--- config.mk ---
export PLATFORM = sky130hd
export DESIGN_NAME = dns_query_answer_responder
export DESIGN_NICKNAME = d
export VERILOG_FILES = /design/src/hdl/dnsqar_pkg.sv /design/src/hdl/dns_query_answer_responder.sv
export SDC_FILE = /design/constraint.sdc
export NUM_CORES = 2
export LEC_CHECK = 0
export BUFFER_PORTS_ARGS = -buffer_cell sky130_fd_sc_hd__buf_2
export CORE_MARGIN = 2
export CORE_UTILIZATION = 44
export DETAILED_ROUTE_END_ITERATION = 16
export GPL_ROUTABILITY_DRIVEN = 0
export HOLD_SLACK_MARGIN = 0.15
export PLACE_DENSITY_LB_ADDON = 0.25
export SYNTH_ARGS = -nofsm -noshare
export SYNTH_HDL_FRONTEND = slang
export SYNTH_SLANG_ARGS = --single-unit
--- constraint.sdc ---
create_clock -name clk_i -period 6.5 [get_ports clk_i]
set_clock_uncertainty 0.05 [all_clocks]
set_input_delay 1.3 -clock clk_i [delete_from_list [all_inputs] [get_ports clk_i]]
set_output_delay 1.3 -clock clk_i [all_outputs]
set_load 0.01 [all_outputs]
--- src/hdl/dnsqar_pkg.sv ---
`timescale 1ns / 1ps
`default_nettype none

package dnsqar_pkg;

  // Receive buffer depth in bytes.
  localparam int unsigned MsgBytes   = 512;
  localparam int unsigned AddrW      = $clog2(MsgBytes);
  localparam int unsigned CntW       = $clog2(MsgBytes + 1);
  localparam int unsigned NextW      = $clog2(MsgBytes + 64 + 1);
  localparam int unsigned QendW      = CntW + 1;

  localparam int unsigned HdrBytes   = 12;
  localparam int unsigned IdHdrBytes = 6;
  localparam int unsigned MaxLabel   = 63;
  localparam int unsigned MaxName    = 255;
  localparam int unsigned QtailBytes = 4;
  localparam int unsigned AnsBytes   = 16;
  localparam int unsigned TtlSeconds = 60;

  localparam int unsigned LenW       = 9;
  localparam int unsigned VerdW      = 3;
  localparam int unsigned MinReply   = HdrBytes + 1 + QtailBytes + AnsBytes;
  localparam int unsigned MaxReply   = HdrBytes + MaxName + QtailBytes + AnsBytes;
  localparam int unsigned OutDataW   = 24;

  typedef enum logic [VerdW-1:0] {
    VerdictOk        = 3'd0,
    VerdictShort     = 3'd1,
    VerdictNotQuery  = 3'd2,
    VerdictOpcode    = 3'd3,
    VerdictNoQuest   = 3'd4,
    VerdictLabel     = 3'd5,
    VerdictNameLong  = 3'd6,
    VerdictTruncated = 3'd7
  } verdict_e;

  typedef enum logic {
    KindRecv  = 1'b0,
    KindFetch = 1'b1
  } kind_e;

  // Fixed reply header bytes 2..11 (ID bytes come from the query).
  function automatic logic [7:0] head_byte(input logic [3:0] idx);
    logic [7:0] b;
    unique case (idx)
      4'd2:    b = 8'h84;
      4'd3:    b = 8'h80;
      4'd5:    b = 8'h01;
      4'd7:    b = 8'h01;
      default: b = 8'h00;
    endcase
    return b;
  endfunction

  // Answer record up to RDLENGTH: pointer, type A, class IN, TTL, length 4.
  function automatic logic [7:0] ans_byte(input logic [3:0] k);
    logic [7:0] b;
    unique case (k)
      4'd0:    b = 8'hc0;
      4'd1:    b = 8'h0c;
      4'd3:    b = 8'h01;
      4'd5:    b = 8'h01;
      4'd9:    b = 8'(TtlSeconds);
      4'd11:   b = 8'h04;
      default: b = 8'h00;
    endcase
    return b;
  endfunction

endpackage

`default_nettype wire

--- src/hdl/dns_query_answer_responder.sv ---
// Each transaction passes through the stage 1 register and then the output register
// before a result that it causes can be accepted.
// Throughput: one input transaction per cycle while results are taken; a stalled
// result holds the input once the middle stage is full.
// Reset: asynchronous, active low; clears receive state, any pending reply and
// the answer address. The query byte store and the saved header bytes are not cleared.
`timescale 1ns / 1ps
`default_nettype none

module dns_query_answer_responder (
  input  wire logic                 clk_i,
  input  wire logic                 rst_ni,
  input  wire logic                 cfg_valid_i,
  output logic                      cfg_ready_o,
  input  wire logic [31:0]          cfg_data_i,
  input  wire logic                 s_axis_tvalid,
  output logic                      s_axis_tready,
  input  wire logic [7:0]           s_axis_tdata,  // in_byte[7:0]
  input  wire logic                 s_axis_tuser,  // kind
  input  wire logic                 s_axis_tlast,  // in_last
  output logic                      m_axis_tvalid,
  input  wire logic                 m_axis_tready,
  output logic [dnsqar_pkg::OutDataW-1:0] m_axis_tdata,
  // reply_byte[7:0], verdict[10:8], reply_length[19:11], zero[23:20]
  output logic                      m_axis_tuser,  // is_reply_byte
  output logic                      m_axis_tlast   // reply_last
);
  import dnsqar_pkg::*;

  // configuration
  logic [31:0] router_q;

  // receive walk state
  logic [CntW-1:0]  rx_cnt_q, rx_cnt_d;
  logic [NextW-1:0] next_lbl_q, next_lbl_d;
  logic             name_fin_q, name_fin_d;
  logic [CntW-1:0]  name_end_q, name_end_d;
  logic             lbl_err_q, lbl_err_d;
  logic [7:0]       hdr_q [IdHdrBytes];
  logic [7:0]       hdr_d [IdHdrBytes];

  // reply state
  logic             pend_q, pend_d;
  logic [LenW-1:0]  size_q, size_d;
  logic [LenW-1:0]  fetch_q, fetch_d;

  // query byte store
  logic [7:0] mem_q [MsgBytes];
  logic [7:0] rdata_q;

  // stage 1
  logic             s1_valid_q, s1_valid_d;
  logic             s1_reply_q, s1_reply_d;
  logic             s1_sel_mem_q, s1_sel_mem_d;
  logic [7:0]       s1_byte_q, s1_byte_d;
  logic             s1_last_q, s1_last_d;
  verdict_e         s1_verd_q, s1_verd_d;
  logic [LenW-1:0]  s1_len_q, s1_len_d;

  // output register
  logic             out_valid_q;
  logic             out_reply_q;
  logic [7:0]       out_byte_q;
  logic             out_last_q;
  verdict_e         out_verd_q;
  logic [LenW-1:0]  out_len_q;

  logic advance, accept, is_recv, is_fetch, store_en;

  assign cfg_ready_o   = 1'b1;
  assign advance       = !out_valid_q || m_axis_tready;
  assign s_axis_tready = advance || !s1_valid_q;
  assign accept        = s_axis_tvalid && s_axis_tready;
  assign is_recv       = accept && (kind_e'(s_axis_tuser) == KindRecv);
  assign is_fetch      = accept && (kind_e'(s_axis_tuser) == KindFetch);
  assign store_en      = is_recv && (rx_cnt_q < CntW'(MsgBytes));

  always_comb begin
    logic             walk;
    logic [QendW-1:0] qend_chk;
    logic [QendW-1:0] qend;
    logic [QendW-1:0] idx;
    logic [QendW-1:0] kdiff;
    logic [3:0]       k;
    logic [15:0]      flags;
    verdict_e         v;
    logic [7:0]       cbyte;

    rx_cnt_d   = rx_cnt_q;
    next_lbl_d = next_lbl_q;
    name_fin_d = name_fin_q;
    name_end_d = name_end_q;
    lbl_err_d  = lbl_err_q;
    hdr_d      = hdr_q;
    pend_d     = pend_q;
    size_d     = size_q;
    fetch_d    = fetch_q;

    s1_valid_d   = 1'b0;
    s1_reply_d   = 1'b0;
    s1_sel_mem_d = 1'b0;
    s1_byte_d    = 8'h00;
    s1_last_d    = 1'b0;
    s1_verd_d    = VerdictOk;
    s1_len_d     = '0;

    v        = VerdictOk;
    cbyte    = 8'h00;
    qend_chk = '0;
    flags    = '0;
    walk     = 1'b0;

    // reply position decode for a fetch
    qend  = QendW'(name_end_q) + QendW'(QtailBytes);
    idx   = QendW'(fetch_q);
    kdiff = idx - qend;
    k     = kdiff[3:0];

    if (is_recv) begin
      pend_d = 1'b0;
      if (store_en) begin
        for (int j = 0; j < IdHdrBytes; j++) begin
          if (rx_cnt_q == CntW'(j)) hdr_d[j] = s_axis_tdata;
        end
        walk = !name_fin_q && !lbl_err_q && (rx_cnt_q >= CntW'(HdrBytes)) &&
               (NextW'(rx_cnt_q) == next_lbl_q);
        if (walk) begin
          if (s_axis_tdata == 8'h00) begin
            name_fin_d = 1'b1;
            name_end_d = rx_cnt_q + CntW'(1);
          end else if (s_axis_tdata > 8'(MaxLabel)) begin
            lbl_err_d = 1'b1;
          end else begin
            next_lbl_d = NextW'(rx_cnt_q) + NextW'(1) + NextW'(s_axis_tdata);
          end
        end
        rx_cnt_d = rx_cnt_q + CntW'(1);
      end

      if (s_axis_tlast) begin
        flags    = {hdr_d[2], hdr_d[3]};
        qend_chk = QendW'(name_end_d) + QendW'(QtailBytes);
        priority if (rx_cnt_d < CntW'(HdrBytes))                      v = VerdictShort;
        else if (flags[15])                                           v = VerdictNotQuery;
        else if (flags[14:11] != 4'd0)                                v = VerdictOpcode;
        else if ({hdr_d[4], hdr_d[5]} == 16'd0)                       v = VerdictNoQuest;
        else if (lbl_err_d)                                           v = VerdictLabel;
        else if (!name_fin_d)                                         v = VerdictTruncated;
        else if ((name_end_d - CntW'(HdrBytes)) > CntW'(MaxName))     v = VerdictNameLong;
        else if (qend_chk > QendW'(rx_cnt_d))                         v = VerdictTruncated;
        else                                                          v = VerdictOk;

        s1_valid_d = 1'b1;
        s1_verd_d  = v;
        if (v == VerdictOk) begin
          s1_len_d = LenW'(qend_chk + QendW'(AnsBytes));
          pend_d   = 1'b1;
          size_d   = LenW'(qend_chk + QendW'(AnsBytes));
          fetch_d  = '0;
        end else begin
          name_end_d = '0;
        end
        rx_cnt_d   = '0;
        next_lbl_d = NextW'(HdrBytes);
        name_fin_d = 1'b0;
        lbl_err_d  = 1'b0;
      end
    end else if (is_fetch && pend_q && (fetch_q < size_q)) begin
      priority if (idx < QendW'(2)) begin
        cbyte = fetch_q[0] ? hdr_q[1] : hdr_q[0];
      end else if (idx < QendW'(HdrBytes)) begin
        cbyte = head_byte(fetch_q[3:0]);
      end else if (idx < qend) begin
        cbyte = 8'h00;
      end else if (k < 4'd12) begin
        cbyte = ans_byte(k);
      end else begin
        unique case (k[1:0])
          2'd0: cbyte = router_q[31:24];
          2'd1: cbyte = router_q[23:16];
          2'd2: cbyte = router_q[15:8];
          2'd3: cbyte = router_q[7:0];
        endcase
      end
      s1_valid_d   = 1'b1;
      s1_reply_d   = 1'b1;
      s1_sel_mem_d = (idx >= QendW'(HdrBytes)) && (idx < qend);
      s1_byte_d    = cbyte;
      s1_last_d    = (fetch_q + LenW'(1)) == size_q;
      fetch_d      = fetch_q + LenW'(1);
      if (fetch_d >= size_q) pend_d = 1'b0;
    end
  end

  always_ff @(posedge clk_i or negedge rst_ni) begin
    if (!rst_ni) begin
      router_q    <= '0;
      rx_cnt_q    <= '0;
      next_lbl_q  <= NextW'(HdrBytes);
      name_fin_q  <= 1'b0;
      name_end_q  <= '0;
      lbl_err_q   <= 1'b0;
      pend_q      <= 1'b0;
      size_q      <= '0;
      fetch_q     <= '0;
      s1_valid_q  <= 1'b0;
      out_valid_q <= 1'b0;
    end else begin
      if (cfg_valid_i) router_q <= cfg_data_i;
      rx_cnt_q   <= rx_cnt_d;
      next_lbl_q <= next_lbl_d;
      name_fin_q <= name_fin_d;
      name_end_q <= name_end_d;
      lbl_err_q  <= lbl_err_d;
      pend_q     <= pend_d;
      size_q     <= size_d;
      fetch_q    <= fetch_d;
      if (s_axis_tready) s1_valid_q <= s1_valid_d;
      if (advance)       out_valid_q <= s1_valid_q;
    end
  end

  // payload registers
  always_ff @(posedge clk_i) begin
    hdr_q <= hdr_d;
    if (s_axis_tready) begin
      s1_reply_q   <= s1_reply_d;
      s1_sel_mem_q <= s1_sel_mem_d;
      s1_byte_q    <= s1_byte_d;
      s1_last_q    <= s1_last_d;
      s1_verd_q    <= s1_verd_d;
      s1_len_q     <= s1_len_d;
    end
    if (advance) begin
      out_reply_q <= s1_reply_q;
      out_byte_q  <= s1_sel_mem_q ? rdata_q : s1_byte_q;
      out_last_q  <= s1_last_q;
      out_verd_q  <= s1_verd_q;
      out_len_q   <= s1_len_q;
    end
  end

  // query byte store: one write port, one registered read port
  always_ff @(posedge clk_i) begin
    if (store_en) mem_q[rx_cnt_q[AddrW-1:0]] <= s_axis_tdata;
    if (is_fetch) rdata_q <= mem_q[AddrW'(fetch_q)];
  end

  assign m_axis_tvalid = out_valid_q;
  assign m_axis_tuser  = out_reply_q;
  assign m_axis_tlast  = out_last_q;
  assign m_axis_tdata  = {(OutDataW - 8 - VerdW - LenW)'(0), out_len_q, out_verd_q, out_byte_q};

endmodule

`default_nettype wire

==> results.toml <==
[run_status]
status = "finished clean"

[power]
p_per_area_nw_per_um2 = 292.6
ir_drop_mv = 0.2402
leakage_nw = 56.42

[timing]
setup_violations = 0
relSlewSlack_pct = 13.16
period_needed_ns = 5.537
worst_pin_slew_ns = 1.303
whs_ns = 0.3625
min_period_over_period_pct = 85.18
fin_setup_tns_ns = 0
fin_ws_ns = 0.9635
rsz0062_at_grt = "false"
clock.fmax_mhz = 180.6
drv_slew = 0
finalHoldViolCount = 0

[yosys]
synth.distinct_cells = 81
yosysTopAreaCell = "edfxtp_1"
synth_top_area_share_pct = 74.02
ys_top_cells_by_area = "edfxtp_1 74%, mux4_2 7.3%, mux2i_1 4.6%, mux2_2 2.1%, a21oi_1 1.6%"
synthFlopType = "edfxtp_1"
yosysWarnings = 0
synth_async_sr_flop_share_pct = 1.990
avgSynthCellArea_um2 = 18.17
synth-edff-count = 4186
synth-seq-cells = 4271
synthCells = 9344
ys_seq_area_share_pct = 75.27
synth_area_um2 = 169800

[worst_setup_path]
cp-end-kind = "register"
start_kind = "register"
crit_arrival_ns = 6.27
worstPathRequired_ns = 7.23
crit_fanout = 15
critPathKind = "reg -> reg"

[floorplan]
row_count = 228
coreArea_um2 = 384800
die_area_um2 = 390900
die_height_um = 625.3
pin_count = 76
floorplan.initialDensity_pct = 44.13
die_w_um = 625.3

[placement]
pre_cts_ws_ns = 0.1438
io_buffers = 70
dpl.cell_count = 14134
place_hpwl_mm = 263.9

[cts]
cts.clk_slew.worst_paths_ns = 0.06
clk_latency_ns = 0.95
htreeDepth = 5
clock_sinks = 4271
cts_setup_buffers = 0
numCtsBuffers = 424
ctsResizeCount = 0
cts_buffer_depth = 4
cts_root_buf = "clkbuf_16"
cts_tree = "yes"

[detailed_routing]
wire_per_inst_um = 29.73
first_pass_iters = 8
drtIter0Drc = 10475
detail-route-antenna-nets = 0
wirelength_mm = 443.8
drc = 0
viasPerCell = 5.991
route.vias.total = 89417

[hold_path]
hold_path_class = "reg -> reg"

[layout]
layout_common_cells = "4186 x edfxtp_1, 781 x mux2i_1, 565 x nor2_1"
n_fill_cell = 30803
layout_commonest_cell = "edfxtp_1"
multi_input_area_um2 = 39720
drive_gt1_share_pct = 18.71
fin_util_pct = 49.55
area_growth_pct = 12.28
stdcell_count = 14924
fin_nets = 9603
regArea_um2 = 127900

[grt]
overflow = 0
grt_pass1_vias = 89017
grt_usage_pct = 22.35
antenna_found_initial = 28
grt_pass1_wl_mm = 640.1
grt_max_degree = 191

[job]
maxCapViolations = 0
where the power goes:
part	internal [mW]	switching (mW)	leakage (nW)
Sequential	30.3	0.0381	38.8
Clock	13.9	10.4	6.63
Combinational	0.186	1.04	10.9
Total	44.3	11.4	56.4
registers in the layout, indices dropped and copies added (netlist names), 10 cells and up:
signal / count
next_lbl_q: 10
name_end_q: 10
router_q: 32
mem_q: 4096
rx_cnt_q: 10
hdr_q: 37
critical path, cell delays in order (launching register included):
cell and delay, ns:
dfrtp_1 0.87, xor2_1 0.17, and4b_1 0.35, o2111a_1 0.41, nand2_1 0.26, nand2_1 0.15, nand2_1 0.10, ha_1 0.23
buf_4 0.18, xnor2_1 0.15, ha_1 0.34, nand2_1 0.10, a2111oi_0 0.40, o2111ai_1 0.25, a31oi_1 0.50, nor3b_1 0.14
a21oi_1 0.64, a21oi_1 0.09
timing repair:
action	in CTS	in global routing
hold buffers	1	0
setup endpoints to repair	0	0
endpoints found under the hold margin	17	0
cells in the mapped netlist, types with 83 or more instances:
| library cell | number |
|---|---|
| mux2_2 | 322 |
| clkbuf_1 | 413 |
| a21oi_1 | 538 |
| o21ai_0 | 288 |
| a211oi_1 | 132 |
| o221ai_1 | 256 |
| nand2_1 | 368 |
| mux4_2 | 552 |
| buf_1 | 135 |
| dfrtp_1 | 83 |
| o22ai_1 | 259 |
| mux2i_1 | 781 |
| edfxtp_1 | 4186 |
| nor2_1 | 565 |
per-layer routing:
layer / track usage (%) / share of wire [%] / vias to the layer above
li1: - / - / 38171
met1: 31.53 / 42 / 46985
met2: 35.94 / 48 / 3585
met3: 3.525 / 7.4 / 668
met4: 6.711 / 3.1 / 8
met5: 0 / 0.013 / -
layout make-up:
type	instances	area share (%)
tap	5060	3.320
clock inverter	251	1.295
antenna	15	0.01969
multi-input combinational	4439	20.83
sequential	4271	67.05
timing repair buffer	322	1.555
clock buffer	523	5.842
inverter	43	0.08465
metrics by stage:
| stage | power (mW) | cell area, um2 |
|---|---|---|
| floorplan | 31.19 | 169800 |
| CTS | 56.11 | 190600 |
| global route | 57.18 | 190600 |
| finish | 55.78 | 190700 |
| global placement | 32.12 | 177000 |
| detailed placement | 32.16 | 177000 |
worst paths after layout:
kind,startpoint,to,slack (ns),cells after the start
setup / recovery,rx_cnt_q[3]$_DFFE_PN0N_,name_end_q[2]$_DFFE_PN0N_,0.96,17
hold / removal,s1_verd_q[2]$_SDFFCE_PN0N_,out_verd_q[2]$_DFFE_PP_,0.36,0
setup reg to reg,rx_cnt_q[3]$_DFFE_PN0N_,name_end_q[2]$_DFFE_PN0N_,0.96,17
hold reg to reg,s1_verd_q[2]$_SDFFCE_PN0N_,out_verd_q[2]$_DFFE_PP_,0.36,0
max in group asynchronous,rst_ni,fetch_q[3]$_DFFE_PN0P_,4.41,3
min in group asynchronous,rst_ni,router_q[20]$_DFFE_PN0P_,0.69,2
kinds of logic after synthesis:
kind of cell             count (synthesis)  share of synthesized area, %
other                                    2                      0.004422
buffers and inverters                  637                         1.468
AO/OA/AOI/OAI                         1581                         5.822
AND/OR/NAND/NOR                       1089                         2.661
flip-flops                            4271                         75.27
XOR/XNOR                                52                        0.2770
adder cells (fa/ha/maj)                 55                        0.4141
multiplexers                          1657                         14.08
No activity file was read; power rests on OpenSTA's default activity.
